File: config.mk
export PLATFORM = sky130hd
export DESIGN_NAME = rth_front
export DESIGN_NICKNAME = d
export VERILOG_FILES = /design/src/rtl/rth_pkg.sv /design/src/rtl/rth_front.sv
export SDC_FILE = /design/constraint.sdc
export NUM_CORES = 1
export LEC_CHECK = 0
export BUFFER_PORTS_ARGS = -buffer_cell sky130_fd_sc_hd__buf_2
export CAP_MARGIN = 0
export CORE_MARGIN = 5
export CORE_UTILIZATION = 29
export DETAILED_ROUTE_END_ITERATION = 8
export PLACE_DENSITY_LB_ADDON = 0.3
export SLEW_MARGIN = 20
export SYNTH_ARGS = -nofsm -noshare
export SYNTH_HDL_FRONTEND = slang
export SYNTH_SLANG_ARGS = --single-unit
File: constraint.sdc
create_clock -name clock -period 10.9 [get_ports clock]
set_input_delay 2.18 -clock clock [delete_from_list [all_inputs] [get_ports clock]]
set_output_delay 2.18 -clock clock [all_outputs]
set_load 0.03 [all_outputs]
File: src/rtl/rth_pkg.sv
`timescale 1ns / 1ps
package rth_pkg;

   localparam int CW            = 32;
   localparam int EW            = CW + 1;
   localparam int FRAC_BITS_DEF = 16;
   localparam int TOL_W         = 16;
   localparam int TOL_RESET     = 1;
   localparam int FIFO_DEPTH    = 4;
   localparam int CSR_DW        = 32;
   localparam int CSR_AW        = 3;
   localparam int REG_TOL       = 0;

   typedef enum logic {
      OP_LOAD = 1'b0,
      OP_TEST = 1'b1
   } rth_op_type;

   typedef struct packed {
      rth_op_type             op;
      logic signed [CW-1:0]   vert_a_x;
      logic signed [CW-1:0]   vert_a_y;
      logic signed [CW-1:0]   vert_a_z;
      logic signed [CW-1:0]   vert_b_x;
      logic signed [CW-1:0]   vert_b_y;
      logic signed [CW-1:0]   vert_b_z;
      logic signed [CW-1:0]   vert_c_x;
      logic signed [CW-1:0]   vert_c_y;
      logic signed [CW-1:0]   vert_c_z;
   } rth_req_type;

   typedef struct packed {
      logic                   hit;
      logic signed [CW-1:0]   hit_distance;
      logic signed [CW-1:0]   weight_first;
      logic signed [CW-1:0]   weight_second;
      logic signed [CW-1:0]   weight_third;
   } rth_rsp_type;

   // one queued triangle test: edges, offset from ray origin, ray direction
   typedef struct packed {
      logic [2:0][EW-1:0]     e0;
      logic [2:0][EW-1:0]     e1;
      logic [2:0][EW-1:0]     org_ofs;
      logic [2:0][CW-1:0]     dir;
   } rth_entry_type;

   typedef struct packed {
      logic                   pop;
      logic                   not_empty;
   } rth_qctl_type;

endpackage

File: src/rtl/rth_front.sv
`timescale 1ns / 1ps
module rth_front (
   input  logic                  clock,
   input  logic                  reset,
   input  logic                  req_valid,
   output logic                  req_ready,
   input  rth_pkg::rth_req_type  req_data,
   output logic                  push,
   output rth_pkg::rth_entry_type push_data,
   input  logic                  full
);
   import rth_pkg::*;

   logic [2:0][CW-1:0] origin_ff, origin_in;
   logic [2:0][CW-1:0] dir_ff, dir_in;
   logic               take;
   logic signed [CW-1:0] va [3];
   logic signed [CW-1:0] vb [3];
   logic signed [CW-1:0] vc [3];
   logic signed [CW-1:0] org [3];

   assign req_ready = !full;
   assign take      = req_valid && !full;
   assign push      = take && (req_data.op == OP_TEST);

   always_comb begin
      va[0] = req_data.vert_a_x;
      va[1] = req_data.vert_a_y;
      va[2] = req_data.vert_a_z;
      vb[0] = req_data.vert_b_x;
      vb[1] = req_data.vert_b_y;
      vb[2] = req_data.vert_b_z;
      vc[0] = req_data.vert_c_x;
      vc[1] = req_data.vert_c_y;
      vc[2] = req_data.vert_c_z;
      origin_in = origin_ff;
      dir_in    = dir_ff;
      if (take && (req_data.op == OP_LOAD)) begin
         origin_in = {va[2], va[1], va[0]};
         dir_in    = {vb[2], vb[1], vb[0]};
      end
      for (int i = 0; i < 3; i++) begin
         org[i]                = $signed(origin_ff[i]);
         push_data.e0[i]       = EW'(vb[i]) - EW'(va[i]);
         push_data.e1[i]       = EW'(va[i]) - EW'(vc[i]);
         push_data.org_ofs[i]  = EW'(va[i]) - EW'(org[i]);
         push_data.dir[i]      = dir_ff[i];
      end
   end

   always_ff @(posedge clock) begin
      if (reset) begin
         origin_ff <= '0;
         dir_ff    <= '0;
      end else begin
         origin_ff <= origin_in;
         dir_ff    <= dir_in;
      end
   end

endmodule

==> results.toml <==
[route]
drt-total-wl_um = 86990
antenna_left = 0
wl_per_cell_um = 18.66
viasPerCell = 4.943
drt_iter0_drc = 1468
post-route-drc-count = 0
via_count = 23045
first_pass_iters = 7

[clock_tree]
cts_hold_buf = 0
clkLatencyLatePin_ns = 0.48
cts_tree = "done"
clock_path_buffers = 2
cts_resized = 0
cts_setup_buffers = 0
clockRootBuffer = "clkbuf_16"
htree_levels = 4
clock-sinks = 192
cts_made_buffers = 17
clkTransAtPathRegs_ns = 0.08

[placed_design]
post-place-ws_ns = 2.805
io_buffer_count = 687
globalplace.congestion = 0.9415
dpl.hpwl_um = 72080

[synth]
ys_seq_area_share_pct = 18.08
syn_inst = 3058
synth_edf_count = 0
ys_seq_elements = 192
synth_flop_cell = "dfxtp_1"
synth_nets = 3648
synth_area_um2 = 21260
avgSynthCellArea_um2 = 6.953
synthArstFlopShare_pct = 0
ys.warnings.count = 0
yosysUniqueCellTypes = 72

[global_routing]
grt_max_degree = 81
track_usage_pct = 20.61
grt_pass1_wl_um = 126500
grt-ovfl-total = 0
antenna_found_initial = 14
grt_pass1_vias = 21154

[flow_run]
drv_cap = 0

[critical_path]
crit_cells = 15
crit_required_ns = 8.72
cp_num_buf_inv = 3
r2r-end = "org[65]"
slowest_stage = "o41ai_2"
cp-startpoint = "req_data[256]"
r2r_slack_ns = 10.21
crit_type = "input port to output pin"
crit_fanout = 5
arrival_ns = 5.97
max_stage_delay_ns = 0.70
setup.worst_path.start_class = "input port"
reg2reg_depth = 2
path_cells = "buf_2 -> inv_1 -> ha_1 -> fa_1 -> nand2b_1 -> a21oi_1 -> nor2_1 -> o41ai_2 -> a41oi_1 -> o211ai_1 -> a21oi_1 -> nor2_1 -> nand4_1 -> a41o_1 -> buf_2"
critical-path-top-delay-family = "compound AO/OA/AOI/OAI gates"
worst_setup_path_end_kind = "output pin"
r2r_start = "org[65]"
timing.critical_path.to = "push_data[227]"

[power_and_ir_drop]
comb_power_share_pct = 56.0
ir_worst_vdd_mv = 0.06581
p_int_mw = 1.634
seqPwrFrac_pct = 22.6
swShare_pct = 49.73
p_leak_nw = 12.74
power_density_nw_per_um2 = 123.8
total_power_mw = 3.250
switching_power_mw = 1.616
p_clk_share_pct = 21.4

[timing]
timing.final.crit_period_ns = 8.145
max_freq_ghz = 0.1228
worst_slew_pin_slew_ns = 1.075
fin_ws_ns = 2.755
finalClockSkew_ns = 0
report.final.hold_viol_count = 0
setup_viol = 0
final.setup.tns_ns = 0
max-slew-margin-rel_pct = 28.36
finalMaxSlewViolations = 0
whs_ns = 0.4541
finalCritPeriodShare_pct = 74.73
rsz0062_at_grt = "false"

[floorplanning]
rows = 99
die_y_um = 280.8
floorplan.die_area_um2 = 78830
ios = 688
start_util_pct = 29.19
core_um2 = 72830
die_width_um = 280.8

[layout]
final_nets = 4266
seqCellArea_um2 = 3844
multiInputGateArea_um2 = 15670
area_growth_pct = 23.44
drive_gt1_share_pct = 20.44
num-fill-cells = 8113

[outcome]
status = "complete, no violations"

[hold_path]
hp-class = "register to register"
tightest hold or removal path: cells and delay by family (launching register included):
family | cells | cell delay, ns
AO/OA/AOI/OAI | 1 | 0.05
flip-flops | 1 | 0.31
AND/OR/NAND/NOR | 1 | 0.05
per-stage QoR:
stage	area (um^2)	util [%]	std cells
after global placement	25620	35.17	4616
after detailed placement	25620	35.17	4616
after floorplan	21260	-	3058
final	26250	36.04	4662
after CTS	26210	35.99	4648
after global routing	26240	36.02	4658
area by class of cell:
class                           instances  area share (%)
Multi-Input combinational cell       2396           59.71
Clock buffer                           17           1.621
Antenna cell                           14          0.1335
Clock inverter                         15          0.6436
Tap cell                              959           4.572
Timing Repair Buffer                  693           13.30
Inverter                              376           5.377
Sequential cell                       192           14.64
flip-flops by register name, indices dropped and copies added (netlist names):
register,flops
push_data,96
org,96
cells by family (layout without fill, tap and decap cells):
kind of cell / after synthesis / count (layout) / share of synthesized area (%)
simple gates: 936 / 936 / 19.46
fa+ha+maj: 297 / 297 / 17.79
flops: 192 / 192 / 18.08
buf+inv: 470 / 1101 / 8.297
other cells: 0 / 14 / 0
compound gates: 924 / 924 / 26.52
mux: 1 / 1 / 0.05296
xor+xnor: 238 / 238 / 9.803
layout by cell type (no fill, tap or decap), drive strengths merged, types with 15 or more instances in the layout:
cell	n
a21oi	434
xnor2	171
nor2	157
clkbuf	17
nor3	22
a21boi	15
a31oi	35
a21o	118
nand2	513
nand4	27
o21bai	28
buf	693
ha	288
nand2b	39
inv	385
o21ai	137
nand3	49
xor2	67
and2	17
o21a	38
nor2b	48
dfxtp	192
and3	21
per-layer routing:
metal  share of wire, %  track usage [%]  up-vias
li1                   -                -    11713
met1                 42            25.15    10581
met2                 47            34.71      649
met3                7.6            5.798      100
met4                3.1            7.483        2
met5              0.015                0        -
cells in the mapped netlist, drive strengths merged, types with 9 or more instances:
| cell | instances | area, um^2 |
|---|---|---|
| nand2 | 513 | 1926 |
| o31a | 12 | 105.1 |
| o211ai | 13 | 97.59 |
| clkbuf | 91 | 341.6 |
| a21oi | 434 | 2183 |
| nor2 | 157 | 589.3 |
| and3 | 21 | 131.4 |
| xor2 | 67 | 586.8 |
| nand4 | 27 | 168.9 |
| a31oi | 35 | 219.0 |
| nor4 | 9 | 56.30 |
| a211oi | 14 | 105.1 |
| nor3 | 22 | 110.1 |
| o21bai | 28 | 210.2 |
| o21ai | 137 | 689.4 |
| nand3 | 49 | 245.2 |
| and2 | 17 | 106.4 |
| inv | 376 | 1411 |
| a21o | 118 | 885.9 |
| nand2b | 39 | 244.0 |
| a21boi | 15 | 116.4 |
| dfxtp | 192 | 3844 |
| ha | 288 | 3603 |
| xnor2 | 171 | 1498 |
| nor2b | 48 | 307.8 |
| o21a | 38 | 285.3 |
| fa | 9 | 180.2 |
power groups by stage:
stage	clock network, mW	registers, mW	logic [mW]
4_1_cts	0.729	0.735	1.83
3_3_place_gp	0	0.751	1.82
6_report	0.694	0.735	1.82
5_1_grt	0.749	0.738	1.96
3_5_place_dp	0	0.752	1.82
2_1_floorplan	0	0.773	1.21
worst min path at each step:
| stage | depth (start not counted) | start | endpoint | slack (ns) |
|---|---|---|---|---|
| after floorplan | 2 | org[10] | org[10] | 0.44 |
| after global placement | 2 | push_data[61] | push_data[61] | 0.44 |
| after detailed placement | 2 | push_data[24] | push_data[24] | 0.44 |
| after CTS | 2 | push_data[17] | push_data[17] | 0.46 |
| after global routing | 2 | push_data[4] | push_data[4] | 0.47 |
| final | 2 | push_data[68] | push_data[68] | 0.45 |
No activity file was read; power rests on OpenSTA's default activity.
